--- src/rtl/assert_macros.svh ---
// Assertion macros shared by the RTL modules of the transliteration unit.
`ifndef ASSERT_MACROS_SVH
`define ASSERT_MACROS_SVH

// Checked at every rising clock edge, disabled while reset is asserted.
`define ASSERT_CLK(label, clk, rst_n, prop) \
    label: assert property (@(posedge clk) disable iff (!rst_n) prop) \
        else $error("assertion failed in transliteration unit");

// Checked at every rising clock edge, including during reset.
`define ASSERT_ALWAYS(label, clk, prop) \
    label: assert property (@(posedge clk) prop) \
        else $error("assertion failed in transliteration unit");

`endif

--- src/rtl/dwx_pkg.sv ---
// Package with types, constants and the letter table of the transliteration unit.
`default_nettype none

package dwx_pkg;

    localparam int unsigned MAX_RESULTS = 4;
    localparam int unsigned JOB_CNT_W   = 3;
    localparam int unsigned APB_ADDR_W  = 3;
    localparam int unsigned APB_DATA_W  = 32;

    localparam logic [APB_ADDR_W-1:0] REG_FINAL_SCHWA_ADDR = 3'd0;
    localparam logic                  FINAL_SCHWA_RESET    = 1'b1;

    localparam logic [7:0] LEAD_A4 = 8'hA4;
    localparam logic [7:0] LEAD_A5 = 8'hA5;
    localparam logic [7:0] CHAR_A  = 8'h61;
    localparam logic [7:0] CHAR_Z  = 8'h5A;

    localparam logic [6:0] IDX_NUKTA        = 7'd60;
    localparam logic [6:0] IDX_VIRAMA       = 7'd77;
    localparam logic [6:0] IDX_CONS_FIRST   = 7'd21;
    localparam logic [6:0] IDX_CONS_LAST    = 7'd57;
    localparam logic [6:0] IDX_SIGN_FIRST   = 7'd62;
    localparam logic [6:0] IDX_SIGN_LAST    = 7'd76;
    localparam logic [6:0] IDX_DROP_FIRST   = 7'd78;
    localparam logic [6:0] IDX_DROP_LAST    = 7'd95;
    localparam logic [6:0] IDX_TABLE_END    = 7'd112;

    typedef struct packed {
        logic [7:0] in_byte;
        logic       end_of_text;
    } t_in_item;

    typedef struct packed {
        logic [7:0] out_char;
        logic       run_last;
    } t_out_item;

    typedef struct packed {
        logic [JOB_CNT_W-1:0]         count;
        logic [MAX_RESULTS-1:0][7:0]  chars;
    } t_job;

    typedef enum logic [2:0] {
        SEQ_IDLE   = 3'b001,
        SEQ_SECOND = 3'b010,
        SEQ_THIRD  = 3'b100
    } t_seq_state;

    function automatic logic [7:0] wx_char(input logic [6:0] idx);
        logic [7:0] c;
        case (idx)
            7'd1:    c = "z";
            7'd2:    c = "M";
            7'd3:    c = "H";
            7'd5:    c = "a";
            7'd6:    c = "A";
            7'd7:    c = "i";
            7'd8:    c = "I";
            7'd9:    c = "u";
            7'd10:   c = "U";
            7'd11:   c = "q";
            7'd12:   c = "L";
            7'd15:   c = "e";
            7'd16:   c = "E";
            7'd19:   c = "o";
            7'd20:   c = "O";
            7'd21:   c = "k";
            7'd22:   c = "K";
            7'd23:   c = "g";
            7'd24:   c = "G";
            7'd25:   c = "f";
            7'd26:   c = "c";
            7'd27:   c = "C";
            7'd28:   c = "j";
            7'd29:   c = "J";
            7'd30:   c = "F";
            7'd31:   c = "t";
            7'd32:   c = "T";
            7'd33:   c = "d";
            7'd34:   c = "D";
            7'd35:   c = "N";
            7'd36:   c = "w";
            7'd37:   c = "W";
            7'd38:   c = "x";
            7'd39:   c = "X";
            7'd40:   c = "n";
            7'd41:   c = "n";
            7'd42:   c = "p";
            7'd43:   c = "P";
            7'd44:   c = "b";
            7'd45:   c = "B";
            7'd46:   c = "m";
            7'd47:   c = "y";
            7'd48:   c = "r";
            7'd49:   c = "r";
            7'd50:   c = "l";
            7'd53:   c = "v";
            7'd54:   c = "S";
            7'd55:   c = "R";
            7'd56:   c = "s";
            7'd57:   c = "h";
            7'd60:   c = "Z";
            7'd62:   c = "A";
            7'd63:   c = "i";
            7'd64:   c = "I";
            7'd65:   c = "u";
            7'd66:   c = "U";
            7'd67:   c = "q";
            7'd68:   c = "Q";
            7'd71:   c = "e";
            7'd72:   c = "E";
            7'd75:   c = "o";
            7'd76:   c = "O";
            7'd96:   c = "Q";
            7'd100:  c = ".";
            7'd101:  c = ".";
            7'd102:  c = "0";
            7'd103:  c = "1";
            7'd104:  c = "2";
            7'd105:  c = "3";
            7'd106:  c = "4";
            7'd107:  c = "5";
            7'd108:  c = "6";
            7'd109:  c = "7";
            7'd110:  c = "8";
            7'd111:  c = "9";
            default: c = " ";
        endcase
        return c;
    endfunction

endpackage

`default_nettype wire

--- src/rtl/dwx_front.sv ---
// Front end: accepts input bytes, tracks UTF-8 groups and the inherent vowel, builds output jobs.
`default_nettype none
`include "assert_macros.svh"

module dwx_front (
    input  wire logic            i_clk,
    input  wire logic            i_rst_n,
    input  wire logic            i_valid,
    input  wire dwx_pkg::t_in_item i_item,
    input  wire logic            i_full,
    input  wire logic            i_final_schwa_en,
    output logic                 o_stall,
    output logic                 o_push_valid,
    output dwx_pkg::t_job        o_push_job
);

    dwx_pkg::t_seq_state r_seq, n_seq;
    logic [7:0]          r_held0, n_held0;
    logic [7:0]          r_held1, n_held1;
    logic                r_pend, n_pend;

    logic                               accept;
    logic                               is_letter;
    logic [6:0]                         idx;
    logic [7:0]                         table_char;
    logic [dwx_pkg::MAX_RESULTS-1:0][7:0] job_chars;
    logic [dwx_pkg::JOB_CNT_W-1:0]      job_cnt;

    assign o_stall    = i_full;
    assign accept     = i_valid && !i_full;
    assign is_letter  = ((r_held1 == dwx_pkg::LEAD_A4) || (r_held1 == dwx_pkg::LEAD_A5))
                        && (i_item.in_byte[7:6] == 2'b10);
    assign idx        = {r_held1 == dwx_pkg::LEAD_A5, i_item.in_byte[5:0]};
    assign table_char = dwx_pkg::wx_char(idx);

    always_comb begin
        job_chars = '0;
        job_cnt   = '0;
        n_seq     = r_seq;
        n_held0   = r_held0;
        n_held1   = r_held1;
        n_pend    = r_pend;
        if (accept) begin
            case (r_seq)
                dwx_pkg::SEQ_IDLE: begin
                    if (!i_item.in_byte[7]) begin
                        if (n_pend) begin
                            job_chars[job_cnt[1:0]] = dwx_pkg::CHAR_A;
                            job_cnt = job_cnt + 3'd1;
                            n_pend = 1'b0;
                        end
                        job_chars[job_cnt[1:0]] = i_item.in_byte;
                        job_cnt = job_cnt + 3'd1;
                    end else begin
                        n_held0 = i_item.in_byte;
                        n_seq   = dwx_pkg::SEQ_SECOND;
                    end
                end
                dwx_pkg::SEQ_SECOND: begin
                    n_held1 = i_item.in_byte;
                    n_seq   = dwx_pkg::SEQ_THIRD;
                end
                dwx_pkg::SEQ_THIRD: begin
                    n_seq = dwx_pkg::SEQ_IDLE;
                    if (!is_letter) begin
                        if (n_pend) begin
                            job_chars[job_cnt[1:0]] = dwx_pkg::CHAR_A;
                            job_cnt = job_cnt + 3'd1;
                            n_pend = 1'b0;
                        end
                        job_chars[job_cnt[1:0]] = r_held0;
                        job_cnt = job_cnt + 3'd1;
                        job_chars[job_cnt[1:0]] = r_held1;
                        job_cnt = job_cnt + 3'd1;
                        job_chars[job_cnt[1:0]] = i_item.in_byte;
                        job_cnt = job_cnt + 3'd1;
                    end else if (idx == dwx_pkg::IDX_NUKTA) begin
                        job_chars[job_cnt[1:0]] = dwx_pkg::CHAR_Z;
                        job_cnt = job_cnt + 3'd1;
                    end else if (idx inside {[dwx_pkg::IDX_SIGN_FIRST:dwx_pkg::IDX_SIGN_LAST]})
                    begin
                        n_pend = 1'b0;
                        job_chars[job_cnt[1:0]] = table_char;
                        job_cnt = job_cnt + 3'd1;
                    end else if (idx == dwx_pkg::IDX_VIRAMA) begin
                        n_pend = 1'b0;
                    end else begin
                        if (n_pend) begin
                            job_chars[job_cnt[1:0]] = dwx_pkg::CHAR_A;
                            job_cnt = job_cnt + 3'd1;
                            n_pend = 1'b0;
                        end
                        if (!(idx inside {[dwx_pkg::IDX_DROP_FIRST:dwx_pkg::IDX_DROP_LAST]})
                            && (idx < dwx_pkg::IDX_TABLE_END)) begin
                            job_chars[job_cnt[1:0]] = table_char;
                            job_cnt = job_cnt + 3'd1;
                            if (idx inside {[dwx_pkg::IDX_CONS_FIRST:dwx_pkg::IDX_CONS_LAST]})
                            begin
                                n_pend = 1'b1;
                            end
                        end
                    end
                end
                default: begin
                    n_seq = dwx_pkg::SEQ_IDLE;
                end
            endcase
            if (i_item.end_of_text) begin
                n_seq = dwx_pkg::SEQ_IDLE;
                if (n_pend) begin
                    if (i_final_schwa_en) begin
                        job_chars[job_cnt[1:0]] = dwx_pkg::CHAR_A;
                        job_cnt = job_cnt + 3'd1;
                    end
                    n_pend = 1'b0;
                end
            end
        end
    end

    assign o_push_valid     = accept && (job_cnt != '0);
    assign o_push_job.count = job_cnt;
    assign o_push_job.chars = job_chars;

    always_ff @(posedge i_clk) begin
        if (!i_rst_n) begin
            r_seq  <= dwx_pkg::SEQ_IDLE;
            r_pend <= 1'b0;
        end else begin
            r_seq  <= n_seq;
            r_pend <= n_pend;
        end
    end

    always_ff @(posedge i_clk) begin
        r_held0 <= n_held0;
        r_held1 <= n_held1;
    end

    `ASSERT_CLK(a_second_follows_first, i_clk, i_rst_n,
        (accept && (r_seq == dwx_pkg::SEQ_SECOND) && !i_item.end_of_text)
        |=> (r_seq == dwx_pkg::SEQ_THIRD))

endmodule

`default_nettype wire

--- src/rtl/dwx_fifo.sv ---
// Short job queue between the front end and the output sequencer.
`default_nettype none
`include "assert_macros.svh"

module dwx_fifo #(
    parameter int unsigned DEPTH = 4
) (
    input  wire logic       i_clk,
    input  wire logic       i_rst_n,
    input  wire logic       i_push,
    input  wire dwx_pkg::t_job i_job,
    input  wire logic       i_pop,
    output logic            o_full,
    output logic            o_valid,
    output dwx_pkg::t_job   o_job
);

    localparam int unsigned AW = (DEPTH > 1) ? $clog2(DEPTH) : 1;
    localparam int unsigned CW = $clog2(DEPTH + 1);

    dwx_pkg::t_job r_mem [DEPTH];
    logic [AW-1:0] r_wr, n_wr;
    logic [AW-1:0] r_rd, n_rd;
    logic [CW-1:0] r_count, n_count;
    logic          do_push;
    logic          do_pop;

    assign o_full  = (r_count == CW'(DEPTH));
    assign o_valid = (r_count != '0);
    assign o_job   = r_mem[r_rd];
    assign do_push = i_push && !o_full;
    assign do_pop  = i_pop && o_valid;

    always_comb begin
        n_wr    = r_wr;
        n_rd    = r_rd;
        n_count = r_count;
        if (do_push) begin
            n_wr = (r_wr == AW'(DEPTH - 1)) ? '0 : r_wr + 1'b1;
        end
        if (do_pop) begin
            n_rd = (r_rd == AW'(DEPTH - 1)) ? '0 : r_rd + 1'b1;
        end
        case ({do_push, do_pop})
            2'b10:   n_count = r_count + 1'b1;
            2'b01:   n_count = r_count - 1'b1;
            default: n_count = r_count;
        endcase
    end

    always_ff @(posedge i_clk) begin
        if (!i_rst_n) begin
            r_wr    <= '0;
            r_rd    <= '0;
            r_count <= '0;
        end else begin
            r_wr    <= n_wr;
            r_rd    <= n_rd;
            r_count <= n_count;
        end
    end

    always_ff @(posedge i_clk) begin
        if (do_push) begin
            r_mem[r_wr] <= i_job;
        end
    end

    `ASSERT_CLK(a_count_bounded, i_clk, i_rst_n, r_count <= CW'(DEPTH))
    `ASSERT_CLK(a_stored_job_nonempty, i_clk, i_rst_n,
        (do_push |-> (i_job.count != '0)))

endmodule

`default_nettype wire

--- src/rtl/dwx_back.sv ---
// Output sequencer: takes queued jobs and sends their characters one per transaction.
`default_nettype none
`include "assert_macros.svh"

module dwx_back (
    input  wire logic          i_clk,
    input  wire logic          i_rst_n,
    input  wire logic          i_job_valid,
    input  wire dwx_pkg::t_job i_job,
    input  wire logic          i_stall,
    output logic               o_pop,
    output logic               o_valid,
    output dwx_pkg::t_out_item o_item
);

    dwx_pkg::t_job r_job;
    logic          r_busy;
    logic [1:0]    r_pos;
    logic          last;
    logic          load;

    assign last    = ({1'b0, r_pos} + 3'd1) == r_job.count;
    assign load    = !r_busy || (!i_stall && last);
    assign o_pop   = load && i_job_valid;
    assign o_valid = r_busy;

    assign o_item.out_char = r_job.chars[r_pos];
    assign o_item.run_last = last;

    always_ff @(posedge i_clk) begin
        if (!i_rst_n) begin
            r_busy <= 1'b0;
            r_pos  <= '0;
        end else if (load) begin
            r_busy <= i_job_valid;
            r_pos  <= '0;
        end else if (!i_stall) begin
            r_pos  <= r_pos + 2'd1;
        end
    end

    always_ff @(posedge i_clk) begin
        if (load) begin
            r_job <= i_job;
        end
    end

    `ASSERT_CLK(a_pos_within_job, i_clk, i_rst_n,
        r_busy |-> (({1'b0, r_pos} < r_job.count) && (r_job.count != '0)))

endmodule

`default_nettype wire

--- src/rtl/devanagari_utf8_to_wx_unit.sv ---
// An accepted byte's characters pass through the job queue and then the output job register
// before the first of them is offered.
// Throughput: one byte per cycle, as long as the job queue has room.
// Each result is one output transaction, so a byte giving k characters holds the output for all k.
// Reset clears the group state, the pending vowel, the queue and the output stage.
// Reset sets final_schwa_enable to 1; there is no clearing pass.
`default_nettype none

module devanagari_utf8_to_wx_unit #(
    parameter int unsigned QUEUE_DEPTH = 4
) (
    input  wire logic                              i_clk,
    input  wire logic                              i_rst_n,
    input  wire logic                              i_valid,
    input  wire dwx_pkg::t_in_item                 i_in_item,
    output logic                                   o_stall,
    output logic                                   o_valid,
    output dwx_pkg::t_out_item                     o_out_item,
    input  wire logic                              i_stall,
    input  wire logic                              psel,
    input  wire logic                              penable,
    input  wire logic                              pwrite,
    input  wire logic [dwx_pkg::APB_ADDR_W-1:0]    paddr,
    input  wire logic [dwx_pkg::APB_DATA_W-1:0]    pwdata,
    output logic [dwx_pkg::APB_DATA_W-1:0]         prdata,
    output logic                                   pready
);

    logic          r_final_schwa_en;
    logic          reg_sel;
    logic          full;
    logic          push_valid;
    dwx_pkg::t_job push_job;
    logic          q_valid;
    dwx_pkg::t_job q_job;
    logic          pop;

    assign pready  = 1'b1;
    assign reg_sel = (paddr[dwx_pkg::APB_ADDR_W-1:2]
                      == dwx_pkg::REG_FINAL_SCHWA_ADDR[dwx_pkg::APB_ADDR_W-1:2]);
    assign prdata  = reg_sel ? {{(dwx_pkg::APB_DATA_W-1){1'b0}}, r_final_schwa_en} : '0;

    always_ff @(posedge i_clk) begin
        if (!i_rst_n) begin
            r_final_schwa_en <= dwx_pkg::FINAL_SCHWA_RESET;
        end else if (psel && penable && pwrite && pready && reg_sel) begin
            r_final_schwa_en <= pwdata[0];
        end
    end

    dwx_front u_front (
        .i_clk            (i_clk),
        .i_rst_n          (i_rst_n),
        .i_valid          (i_valid),
        .i_item           (i_in_item),
        .i_full           (full),
        .i_final_schwa_en (r_final_schwa_en),
        .o_stall          (o_stall),
        .o_push_valid     (push_valid),
        .o_push_job       (push_job)
    );

    dwx_fifo #(
        .DEPTH (QUEUE_DEPTH)
    ) u_fifo (
        .i_clk   (i_clk),
        .i_rst_n (i_rst_n),
        .i_push  (push_valid),
        .i_job   (push_job),
        .i_pop   (pop),
        .o_full  (full),
        .o_valid (q_valid),
        .o_job   (q_job)
    );

    dwx_back u_back (
        .i_clk       (i_clk),
        .i_rst_n     (i_rst_n),
        .i_job_valid (q_valid),
        .i_job       (q_job),
        .i_stall     (i_stall),
        .o_pop       (pop),
        .o_valid     (o_valid),
        .o_item      (o_out_item)
    );

endmodule

`default_nettype wire
--- config.mk ---
export PLATFORM = sky130hd
export DESIGN_NAME = devanagari_utf8_to_wx_unit
export DESIGN_NICKNAME = d
export VERILOG_FILES = /design/src/rtl/dwx_pkg.sv /design/src/rtl/dwx_front.sv /design/src/rtl/dwx_fifo.sv /design/src/rtl/dwx_back.sv /design/src/rtl/devanagari_utf8_to_wx_unit.sv
export VERILOG_INCLUDE_DIRS = /design/src /design/src/rtl
export SDC_FILE = /design/constraint.sdc
export NUM_CORES = 1
export LEC_CHECK = 0
export ABC_AREA = 1
export ABC_CLOCK_PERIOD_IN_PS = 8900
export BUFFER_PORTS_ARGS = -buffer_cell sky130_fd_sc_hd__buf_2
export CORE_MARGIN = 10
export CORE_UTILIZATION = 30
export DETAILED_ROUTE_END_ITERATION = 7
export PLACE_DENSITY = 0.48
export RECOVER_POWER = 25
export SYNTH_ARGS = -nofsm -noshare
export SYNTH_HDL_FRONTEND = slang
export SYNTH_HIERARCHICAL = 1
export SYNTH_SLANG_ARGS = --single-unit
--- constraint.sdc ---
create_clock -name i_clk -period 8.9 [get_ports i_clk]
set_input_delay 0.89 -clock i_clk [delete_from_list [all_inputs] [get_ports i_clk]]
set_output_delay 0.89 -clock i_clk [all_outputs]
set_load 0.05 [all_outputs]
Yosys cells after proc, flatten, opt, wreduce, memory -nomap -nowiden
Memory sizes are Yosys's and may differ from the RTL's. A register that Yosys moved wholly into a read port is not among the register bits.
Cells that the tools add are included.
{"block": "word_totals", "ramBits": 140, "register_bits": 30, "out_inout_bits": 44, "rom_bits": 896, "elab_cells": 187, "latch_bits": 0, "inputBits": 51, "n_memories": 2}
{"block": "op_classes", "n_addsub": 12, "n_reduce_logical": 33, "n_mul": 0, "n_div": 0, "n_shift": 0, "order_cmp": 20, "bitwise_logic": 5, "n_eq_ne": 15, "muxes": 90}
{"memory": "(no name shown)", "words": 128, "width": 7, "rd": 1, "rd_ports_with_merged_regs": 0, "wr": 0, "line_no": "dwx_pkg.sv:52", "rtl": "case (idx)"}
{"memory": "u_fifo.r_mem", "words": 4, "width": 35, "rd": 1, "rd_ports_with_merged_regs": 1, "wr": 1, "line_no": "dwx_fifo.sv:21", "rtl": "dwx_pkg::t_job r_mem [DEPTH];"}
{"cell": "$mux W32", "count": 9}
{"cell": "$mux W8", "count": 21}
{"cell": "$bwmux W32", "count": 5}
{"cell": "$demux W8 S2", "count": 6}
{"cell": "$mux W3", "count": 25}
{"cell": "$pmux W32 S2", "count": 1}
{"cell": "$mux W24", "count": 2}
{"cell": "$add A3 B1 Y3 const B", "count": 7}
{"cell": "$lt A2 B3 Y1 const B", "count": 7}
{"cell": "$and A20 B20 Y20", "count": 1}
{"cell": "$logic_and A1 B1 Y1", "count": 20}
{"cell": "$not A20 Y20", "count": 1}
{"cell": "$pmux W3 S2", "count": 3}
{"cell": "$bmux W8 S2", "count": 1}
{"cell": "$eq A8 B8 Y1 const B", "count": 2}
{"cell": "$le A7 B7 Y1 const B", "count": 2}
{"cell": "$mux W1", "count": 13}
{"cell": "$ge A2 B1 Y1 const B", "count": 6}
{"cell": "$or A12 B12 Y12", "count": 1}
{"cell": "$eq A2 B2 Y1 const B", "count": 4}
{"cell": "$eq A7 B6 Y1 const B", "count": 1}
{"cell": "$eq A7 B7 Y1 const B", "count": 1}
{"cell": "$ge A7 B5 Y1 const B", "count": 1}
{"cell": "$ge A7 B6 Y1 const B", "count": 1}
{"cell": "23 further kinds", "count": 34}

Longest topological paths before layout
Gate-level depths: netlist of the first run.
{"block": "logic_depth", "ltp_word": 26, "ltp_mapped": 29, "mapped_depth_nobuf": 28}

By module
The synthesis of the first run kept the hierarchy.
{"module": "dwx_fifo", "area_each_um2": 5671.7, "seq_area_each_um2": 4384.2, "instances": 1, "cells_per_inst": 408}
{"module": "dwx_front", "area_each_um2": 3016.6, "seq_area_each_um2": 530.5, "instances": 1, "cells_per_inst": 509}
{"module": "dwx_back", "area_each_um2": 1507.7, "seq_area_each_um2": 1111.1, "instances": 1, "cells_per_inst": 108}
{"module": "devanagari_utf8_to_wx_unit", "area_each_um2": 310.3, "seq_area_each_um2": 20.0, "instances": 1, "cells_per_inst": 45}

Worst setup path after synthesis of the first run
No wires, ideal clock.
{"block": "synth_timing", "kind": "input-to-reg", "from": "input i_in_item[2] (netlist bit)", "to": "memory u_fifo/r_mem[0][0] (netlist bit), enable pin", "path_stages": 19, "setup_slack_ns": 4.034, "arrival_ns": 4.439, "t_required_ns": 8.473, "path_cell_list": "clkbuf_1 > inv_1 > ha_1 > nor2_1 > nand2_1 > nand2_1 > nand2_2 > inv_2 > nand2_2 > o21ai_1 > a21oi_2 > inv_1 > ha_1 > nand4_4 > nor2_2 > nor2_2 > nand3_1 > nand2_2 > nor2_1"}
{"block": "synth_via", "elab_chain_cells": 21, "word_cells_on_any_way": 39, "cone_classes": "add/sub (1); order compare (7); eq/ne (2); mux (21); reduce/logical (8)"}
{"element": "start: declaration", "line_no": "devanagari_utf8_to_wx_unit.sv:15", "rtl": "input wire dwx_pkg::t_in_item i_in_item,"}
{"element": "$ge A7 B7 Y1 / $le A7 B7 Y1 (equally long branches)", "line_no": "dwx_front.sv:93", "rtl": "if (!(idx inside {[dwx_pkg::IDX_DROP_FIRST:dwx_pkg::IDX_DROP_LAST]})"}
{"element": "$logic_and A1 B1 Y1", "line_no": "dwx_front.sv:93"}
{"element": "$logic_not A1 Y1", "line_no": "dwx_front.sv:93"}
{"element": "$logic_and A1 B1 Y1", "line_no": "dwx_front.sv:94", "rtl": "&& (idx < dwx_pkg::IDX_TABLE_END)) begin"}
{"element": "$mux W3", "line_no": "dwx_front.sv:93"}
{"element": "$mux W3", "line_no": "dwx_front.sv:85", "rtl": "end else if (idx == dwx_pkg::IDX_VIRAMA) begin"}
{"element": "$mux W3", "line_no": "dwx_front.sv:80", "rtl": "end else if (idx inside {[dwx_pkg::IDX_SIGN_FIRST:dwx_pkg::IDX_SIGN_LAST]})"}
{"element": "$mux W3", "line_no": "dwx_front.sv:77", "rtl": "end else if (idx == dwx_pkg::IDX_NUKTA) begin"}
{"element": "[6 not listed]"}
{"element": "$mux W3 (*)", "line_no": "dwx_front.sv:108", "rtl": "if (i_item.end_of_text) begin"}
{"element": "$mux W3 (*)", "line_no": "dwx_front.sv:43", "rtl": "if (accept) begin"}
{"element": "$reduce_bool A3 Y1 (*)", "line_no": "dwx_front.sv:121", "rtl": "assign o_push_valid = accept && (job_cnt != '0);"}
{"element": "$logic_and A1 B1 Y1 (*)", "line_no": "dwx_front.sv:121"}
{"element": "net push_valid", "line_no": "devanagari_utf8_to_wx_unit.sv:32", "rtl": "logic push_valid;"}
{"element": "$logic_and A1 B1 Y1 (*)", "line_no": "dwx_fifo.sv:31", "rtl": "assign do_push = i_push && !o_full;"}
{"element": "$mux W1 (*)", "line_no": "dwx_fifo.sv:64", "rtl": "if (do_push) begin"}
{"element": "$mux W1 (implied by the code) (*)", "line_no": "dwx_fifo.sv:65", "rtl": "r_mem[r_wr] <= i_job;"}
{"element": "end: declaration", "line_no": "dwx_fifo.sv:21"}
Mark *: on every way through the listed nets, which the timed path passes. The rest lies on a longest branch. The select of a mux whose other input is x is not followed.

Worst setup path after layout of the first run
{"block": "layout_timing", "from": "input i_in_item[3] (netlist bit)", "to": "register u_fifo.r_count[2]"}
{"block": "layout_via", "elab_chain_cells": 21, "word_cells_on_any_way": 41, "cone_classes": "add/sub (1); order compare (7); eq/ne (4); mux (20); reduce/logical (9)"}
{"element": "$ge A7 B7 Y1 / $le A7 B7 Y1 (equally long branches)", "line_no": "dwx_front.sv:93"}
{"element": "$logic_and A1 B1 Y1", "line_no": "dwx_front.sv:93"}
{"element": "$logic_not A1 Y1", "line_no": "dwx_front.sv:93"}
{"element": "$logic_and A1 B1 Y1", "line_no": "dwx_front.sv:94"}
{"element": "$mux W3", "line_no": "dwx_front.sv:93"}
{"element": "$mux W3", "line_no": "dwx_front.sv:85"}
{"element": "$mux W3", "line_no": "dwx_front.sv:80"}
{"element": "$mux W3", "line_no": "dwx_front.sv:77"}
{"element": "[6 not listed]"}
{"element": "$mux W3 (*)", "line_no": "dwx_front.sv:108"}
{"element": "$mux W3 (*)", "line_no": "dwx_front.sv:43"}
{"element": "$reduce_bool A3 Y1 (*)", "line_no": "dwx_front.sv:121"}
{"element": "$logic_and A1 B1 Y1 (*)", "line_no": "dwx_front.sv:121"}
{"element": "net push_valid", "line_no": "devanagari_utf8_to_wx_unit.sv:32"}
{"element": "$logic_and A1 B1 Y1 (*)", "line_no": "dwx_fifo.sv:31"}
{"element": "$eq A2 B1 Y1 / $eq A2 B2 Y1 (equally long branches)", "line_no": "dwx_fifo.sv:44", "rtl": "case ({do_push, do_pop})"}
{"element": "$pmux W3 S2 / $reduce_bool A2 Y1 (equally long branches)"}
{"element": "end signal: assignment", "line_no": "dwx_fifo.sv:59", "rtl": "r_count <= n_count;"}
{"element": "end: declaration", "line_no": "dwx_fifo.sv:24", "rtl": "logic [CW-1:0] r_count, n_count;"}
Marked as above.
A chain may end at the register's enable or synchronous reset.

==> results.md, run 1 <==
* H-Tree Depth at 1
* Primary FF master, synth: edfxtp_1
* Final setup vio count at 0
* Worst setup path start: i_in_item[3]
* Share of cells above drive strength 1 at 11.24%
* Maxcap violations at 2
* Die width at 207.1 um
* Vias in the first global route at 7002
* RR Startpoint: u_front/r_pend
* Area leader, netlist: edfxtp_1
* Remaining antenna violation count at 0
* Initial antenna violation count at 0
* Post-synth top area share at 54.31%
* Crit Reg-Reg Endpoint: u_fifo/r_count[2]
* Most numerous cell in the Yosys netlist: edfxtp_1
* Post-CTS sizing at 0
* Dpl cell area at 10880 um^2
* Global route overflow at 0
* Commonest cells post-synth: edfxtp_1 (190), nor2_1 (165), nand2_1 (157), o21ai_0 (85), inv_1 (71)
* # diodes at 0
* Outcome: finished, violations left
* Iteration-0 DRC Markers at 494
* Slew headroom at -57.40%
* Crit path DAT at 5.49 ns
* Global-route wire length before repair at 41340 um
* Synthesis-stage register bit count at 207
* Utilization of the core after routing at 33.49%
* Die span in y at 207.1 um
* Failing checks: max-capacitance violations, max-slew violations
* GP Congestion at 0.8557
* Avg Cell Area, Syn at 9.819 um^2
* Setup_tns at 0 ns
* Synth Instances at 1070
* Cell family with most CP delay: simple AND/OR/NAND/NOR gates
* Routed WL per cell at 17.29 um
* Ys Warns at 6
* CTS tree: yes
* CP max FO at 26
* DP Wirelength at 17460 um
* Clock Skews at 0.01588 ns
* Drt total wl at 26780 um
* Setup bufs post-CTS at 0
* Die area at 42910 um^2
* RSZ-0062 raised after global routing: false
* Period Utilization, post-route at 57.15%
* Power Density at 275.0 nW/um^2
* Number of distinct library cells after synthesis at 50
* Design Area, Final at 11570 um^2
* Seq/Total Area, Yosys at 57.54%
* Buf/Inv on CP at 5
* Async SR Flop Fraction at 0%
* Max Slew Vio Count at 88
* Worst skew pair latency at 0.50 ns
* # nets final at 1155
* Mapped Area at 10510 um^2
* Static Leak at 4.317 nW
* Gr usage total at 11.90%
* Max Fclk at 0.1966 GHz
* Clock Sink Count at 207
* Clock buffer depth at 3
* Vias at 7386
* Post-route DRC at 0
* Post-synth EDFFs at 190
* Port-buffer cells at 29
* Area grow syn2layout at 10.10%
* VDD IR max at 0.0001502 V
* Num CTS Buffers at 23
* Filler cell count at 3568
* Rows at 68
* Initial core utilization at 30.42%
* Startpoint Class: input port
* Vias per cell at 4.768
* Pin count of the biggest net entering global routing at 71
* Crit end category: register
* Critical Path RT at 9.31 ns
* I/O Pins at 95
* Minimum clock period at 5.086 ns
* Crit path depth at 28
* Most used cell, CP: nand2_1
* Final hold violation count at 0
* Critical Path End: u_fifo/r_count[2]
* CTS clock-pin slew for the worst setup and hold paths at 0.06 ns
* Hold Crit Class: register to register
* Worst-margin pin slew at 2.361 ns
* CP max-delay cell: clkbuf_1
* Internal reg-to-reg setup slack at 4.63 ns
* Depth of the most critical reg-to-reg path at 20
* WS Path Type: input port to register
* Root Buffer: clkbuf_16
* Max stage delay on crit path at 0.81 ns
* Register area at 6046 um^2
* Largest cells by area after synthesis: edfxtp_1 (54%), nor2_1 (5.9%), nand2_1 (5.6%)
* Multi-input logic area at 3684 um^2
* First-pass iteration count of the detailed router at 5
* Hold depth at 2
* # hold bufs at CTS at 0
* Core Box Area at 34540 um^2
[flip-flops by register name (all words and copies together) (netlist names), named ones only]
signal and cells:
u_fifo/r_mem 140, u_back/r_job 35, u_front/r_held1 8, u_front/r_held0 7
u_fifo/r_count 3, u_front/r_seq 3, u_back/r_pos 2, u_fifo/r_rd 2
u_fifo/r_wr 2, r_final_schwa_en 1, u_back/o_valid 1, u_front/r_pend 1
[layout by cell type, fill, tap and decap left out, types with 32 or more instances in the layout]
| cell | n |
|---|---|
| edfxtp_1 | 190 |
| nor2_1 | 162 |
| nand2_1 | 157 |
| o21ai_0 | 92 |
| inv_1 | 71 |
| nand3_1 | 48 |
| o22ai_1 | 44 |
| a21oi_1 | 39 |
| o21ai_1 | 33 |
| conb_1 | 32 |
[cell type report]
cell class,instances,share of cell area (%)
Clock inverter,10,0.8978
Clock buffer,28,5.398
Sequential cell,207,52.27
Inverter,93,3.148
Multi-Input combinational cell,720,31.84
Tap cell,455,4.922
Timing Repair Buffer,36,1.525
[power by group]
part	leakage (nW)	switching [mW]	internal, mW
clock network	0.360	0.361	0.552
logic	2.09	0.662	0.223
registers	1.86	0.0706	1.31
[worst min-delay path by stage]
stage | startpoint | to | slack [ns]
2_1_floorplan | r_final_schwa_en | r_final_schwa_en | 0.45
3_3_place_gp | r_final_schwa_en | r_final_schwa_en | 0.48
3_5_place_dp | r_final_schwa_en | r_final_schwa_en | 0.48
4_1_cts | r_final_schwa_en | r_final_schwa_en | 0.49
5_1_grt | u_front/r_seq[2] | u_front/r_seq[2] | 0.53
6_report | r_final_schwa_en | r_final_schwa_en | 0.48
[through the flow]
| stage | worst slack (ns) | cells | hold slack [ns] | total power [mW] |
|---|---|---|---|---|
| 2_1_floorplan | 4.034 | 1100 | 0.4492 | 2.077 |
| 3_3_place_gp | 3.876 | 1511 | 0.4799 | 2.300 |
| 3_5_place_dp | 3.822 | 1511 | 0.4772 | 2.305 |
| 4_1_cts | 4.361 | 1549 | 0.4911 | 3.226 |
| 5_1_grt | 3.353 | 1549 | 0.5252 | 3.372 |
| 6_report | 3.814 | 1549 | 0.4824 | 3.181 |
[cell families (layout without fill, tap and decap cells)]
kind of cell	after synthesis	in the layout	share of synthesized area, %
AO/OA/AOI/OAI	243	243	13.00
AND/OR/NAND/NOR	419	419	17.74
multiplexers	1	1	0.09528
adder cells (fa/ha/maj)	23	23	2.810
flip-flops	207	207	57.54
XOR/XNOR	2	2	0.1668
other	2	32	0.07148
buffers and inverters	173	167	8.563
[per-layer routing]
layer	wire (um)	global-route usage (%)	vias to the layer above
met1	12630	16.52	3535
met3	1054	1.564	36
met5	0	0	-
li1	-	-	3660
met2	12660	19.21	155
met4	441	2.785	0
[tightest hold or removal path, cell delays in order (launching register included)]
cell and delay [ns]:
dfxtp_1 0.32, nand2_1 0.06, nand3_1 0.05
No activity file was read; power rests on OpenSTA's default activity.
==> run 2, diff against run 1 <==
--- a/config.mk
+++ b/config.mk
@@ -6,8 +6,8 @@
 export SDC_FILE = /design/constraint.sdc
 export NUM_CORES = 1
 export LEC_CHECK = 0
-export ABC_AREA = 1
-export ABC_CLOCK_PERIOD_IN_PS = 8900
+export ABC_AREA = 0
+export ABC_CLOCK_PERIOD_IN_PS = 4700
 export BUFFER_PORTS_ARGS = -buffer_cell sky130_fd_sc_hd__buf_2
 export CORE_MARGIN = 10
 export CORE_UTILIZATION = 30
==> constraint.sdc (replaced) <==
create_clock -name i_clk -period 4.7 [get_ports i_clk]
set_input_delay 0.47 -clock i_clk [delete_from_list [all_inputs] [get_ports i_clk]]
set_output_delay 0.47 -clock i_clk [all_outputs]
set_load 0.05 [all_outputs]
==> run 2 against run 1 <==
Compared with the run above: the run ends with design-rule violations, max-capacitance violations, max-slew violations left; sequential cell count is the same; largest power group unchanged; sequential share of layout area grew 0.16 points; area after synthesis is 2.8% lower; critical path depth down 11; core utilization grew 0.91 points; synthesized cell count fell by 30%; worst hold slack got worse by 0.26 ns; highest routed layer unchanged; clock power rose by 88%; sequential power is 56% higher; die area fell by 2.5%; worst setup slack lost 3.3 ns; clock skew fell by 0.0057 ns.
==> results.md, run 2 <==
* Outcome: finished, violations left (unchanged)
* Failing checks: design-rule violations, max-capacitance violations, max-slew violations (was max-capacitance violations, max-slew violations)
* Synthesis-stage register bit count at 207 (unchanged)
* GP Congestion at 0.8544 (was 0.8557)
* Vias per cell at 4.981 (was 4.768)
* Commonest non-fill, non-tap cells in the layout: edfxtp_1 (190), nand2_1 (51), nor2_1 (42), mux4_2 (41), a21oi_1 (39) (was edfxtp_1 (190), nor2_1 (162), nand2_1 (157), o21ai_0 (92), inv_1 (71))
* Dpl cell area at 10860 um^2 (was 10880 um^2)
* Post-synth EDFFs at 190 (unchanged)
* GR Layer Usage met3 at 1.832% (was 1.564%)
* Clock Sink Count at 207 (unchanged)
* Crit path DAT at 4.62 ns (was 5.49 ns)
* CTS clock-pin slew for the worst setup and hold paths at 0.06 ns (about the same)
* Gr usage total at 11.44% (was 11.90%)
* Final non-filler cell total at 1249 (was 1549)
* Most Crowded Layer GR: met2 (unchanged)
* Post-CTS sizing at 0 (unchanged)
* Minimum clock period at 4.202 ns
* Largest cells by area after synthesis: edfxtp_1 (56%), mux4_2 (9.0%), dfxtp_1 (3.3%) (was edfxtp_1 (54%), nor2_1 (5.9%), nand2_1 (5.6%))
* Global-route wire length before repair at 37700 um (was 41340 um)
* Primary FF master, synth: edfxtp_1 (unchanged)
* # hold bufs at CTS at 0 (unchanged)
* Period Utilization, post-route at 89.41%
* Die width at 204.5 um (was 207.1 um)
* Post-synth top area share at 55.85% (was 54.31%)
* # diodes at 0 (unchanged)
* Design Area, Final at 11530 um^2 (was 11570 um^2)
* DP Wirelength at 16170 um (was 17460 um)
* Initial core utilization at 30.46% (was 30.42%)
* First-pass iteration count of the detailed router at 8 (was 5)
* Most common cell after layout, fill and taps aside: edfxtp_1 (unchanged)
* Ys Warns at 6 (unchanged)
* Root Buffer: clkbuf_16 (unchanged)
* Inst Count DP at 1206 (was 1511)
* Final hold violation count at 0 (unchanged)
* Max Slew Vio Count at 21 (was 88)
* Max Fclk at 0.2380 GHz
* Vias at 6221 (was 7386)
* Port-buffer cells at 29 (unchanged)
* Post-route DRC at 5 (was 0)
* Crit end category: register (unchanged)
* Core Box Area at 33530 um^2 (was 34540 um^2)
* Met2 Use GR at 18.96% (was 19.21%)
* Remaining antenna violation count at 0 (unchanged)
* Die area at 41830 um^2 (was 42910 um^2)
* Max reg flops at 140 (unchanged)
* Static Leak at 3.919 nW (was 4.317 nW)
* Pin count of the biggest net entering global routing at 44 (was 71)
* Clock buffer depth at 3 (unchanged)
* RSZ-0062 raised after global routing: false (unchanged)
* Hold Crit Class: input port to register (was register to register)
* CTS tree: yes (unchanged)
* Area grow syn2layout at 12.90% (was 10.10%)
* Rows at 67 (was 68)
* Number of distinct library cells after synthesis at 71 (was 50)
* WS Path Type: register to register (was input port to register)
* H-Tree Depth at 1 (unchanged)
* Die span in y at 204.5 um (was 207.1 um)
* Routed WL per cell at 19.24 um (was 17.29 um)
* CP max FO at 6 (was 26)
* Largest registers: u_fifo/r_mem: 140 flops, u_back/r_job: 35 flops, u_front/r_held1: 8 flops (unchanged)
* Worst-margin pin slew at 1.709 ns (was 2.361 ns)
* # nets final at 858 (was 1155)
* Synth Instances at 744 (was 1070)
* Drt total wl at 24030 um (was 26780 um)
* Vias in the first global route at 6264 (was 7002)
* Power Density at 381.4 nW/um^2 (was 275.0 nW/um^2)
* Mapped Area at 10210 um^2 (was 10510 um^2)
* Maxcap violations at 1 (was 2)
* Global route overflow at 0 (unchanged)
* Worst skew pair latency at 0.50 ns (about the same)
* Setup bufs post-CTS at 0 (unchanged)
* Utilization of the core after routing at 34.39% (was 33.49%)
* Commonest cells post-synth: edfxtp_1 (190), nand2_1 (51), nor2_1 (42), mux4_2 (41), a21oi_1 (39) (was edfxtp_1 (190), nor2_1 (165), nand2_1 (157), o21ai_0 (85), inv_1 (71))
* Num CTS Buffers at 24 (was 23)
* Startpoint Class: register (was input port)
* Avg Cell Area, Syn at 13.73 um^2 (was 9.819 um^2)
* Iteration-0 DRC Markers at 527 (was 494)
* I/O Pins at 95 (unchanged)
* Async SR Flop Fraction at 0% (unchanged)
* Most numerous cell in the Yosys netlist: edfxtp_1 (unchanged)
* Clock Skews at 0.01015 ns (was 0.01588 ns)
* Initial antenna violation count at 0 (unchanged)
* Slew headroom at -13.96% (was -57.40%)
* Final setup vio count at 0 (unchanged)
* Setup_tns at 0 ns (unchanged)
* Met1 usage at 15.35% (was 16.52%)
* VDD IR max at 0.0002280 V (was 0.0001502 V)
* Critical Path RT at 5.12 ns (was 9.31 ns)
* Biggest register: u_fifo/r_mem (unchanged)
* Area leader, netlist: edfxtp_1 (unchanged)
* Share of cells above drive strength 1 at 16.98% (was 11.24%)
* Seq/Total Area, Yosys at 59.19% (was 57.54%)
==> run 2: cell types whose count changed after synthesis, sizes merged, moves of 21 or more <==
cell	delta
mux4	+46
buf	-21
inv	-71
o22ai	-42
clkbuf	+22
nor2	-137
nand3	-38
o21ai	-92
nand2	-119
==> run 2: worst paths after layout <==
check | slack (ns) | from | cells after the start | to
worst min register to register | 0.50 | u_fifo/r_wr[1] | 2 | u_fifo/r_wr[1]
worst max-delay path | 0.50 | u_front/r_held1[4] | 17 | u_fifo/r_count[2]
worst min-delay path | 0.22 | pwdata[0] | 3 | r_final_schwa_en
worst max register to register | 0.50 | u_front/r_held1[4] | 17 | u_fifo/r_count[2]
==> run 2: cells by family after synthesis <==
family,synth area share [%]
compound gates,10.45
xor+xnor,0.6860
fa+ha+maj,2.891
buf+inv,5.830
flops,59.19
mux,11.50
other cells,0.07352
simple gates,9.383
==> run 2: final cells by class <==
| class | count | area, um^2 |
|---|---|---|
| repair buffers | 65 | 427.9 |
| fillers | 3316 | 22000 |
| well taps | 448 | 560.5 |
| clock buffers | 33 | 655.6 |
| multi-input cells | 464 | 3679 |
| inverters | 22 | 82.58 |
| flip-flops and latches | 207 | 6046 |
| clock inverters | 10 | 81.33 |
==> run 2: through the flow <==
step	power [mW]	worst slack, ns	hold slack (ns)
finish	4.399	0.4978	0.2237
global placement	2.734	0.3438	0.4916
CTS	4.469	0.5047	0.2036
detailed placement	2.736	0.2908	0.4985
floorplan	2.613	0.001354	0.4677
global route	4.593	0.1188	0.2455
==> run 2: metal layers <==
metal	vias to the layer above	share of wire, %
met5	-	0
met4	0	1.3
met1	3115	45
met2	183	49
li1	2903	-
met3	20	5.0
==> run 2: worst max-delay path, cell delays in order (launching register included) <==
cell	delay [ns]
edfxtp_1	0.43
and4bb_1	0.41
and3_1	0.30
nand3_1	0.12
ha_1	0.29
a211o_1	0.26
a21o_1	0.27
ha_1	0.26
nand4b_1	0.18
o311a_1	0.15
nor2b_1	0.15
inv_1	0.08
ha_1	0.17
inv_1	0.06
fa_1	0.37
xor2_1	0.16
or3_1	0.30
a21boi_0	0.17
==> run 2: report_power, final <==
| part | internal, mW | switching, mW |
|---|---|---|
| clock | 1.03 | 0.687 |
| sequential | 2.11 | 0.0363 |
| combinational | 0.172 | 0.363 |
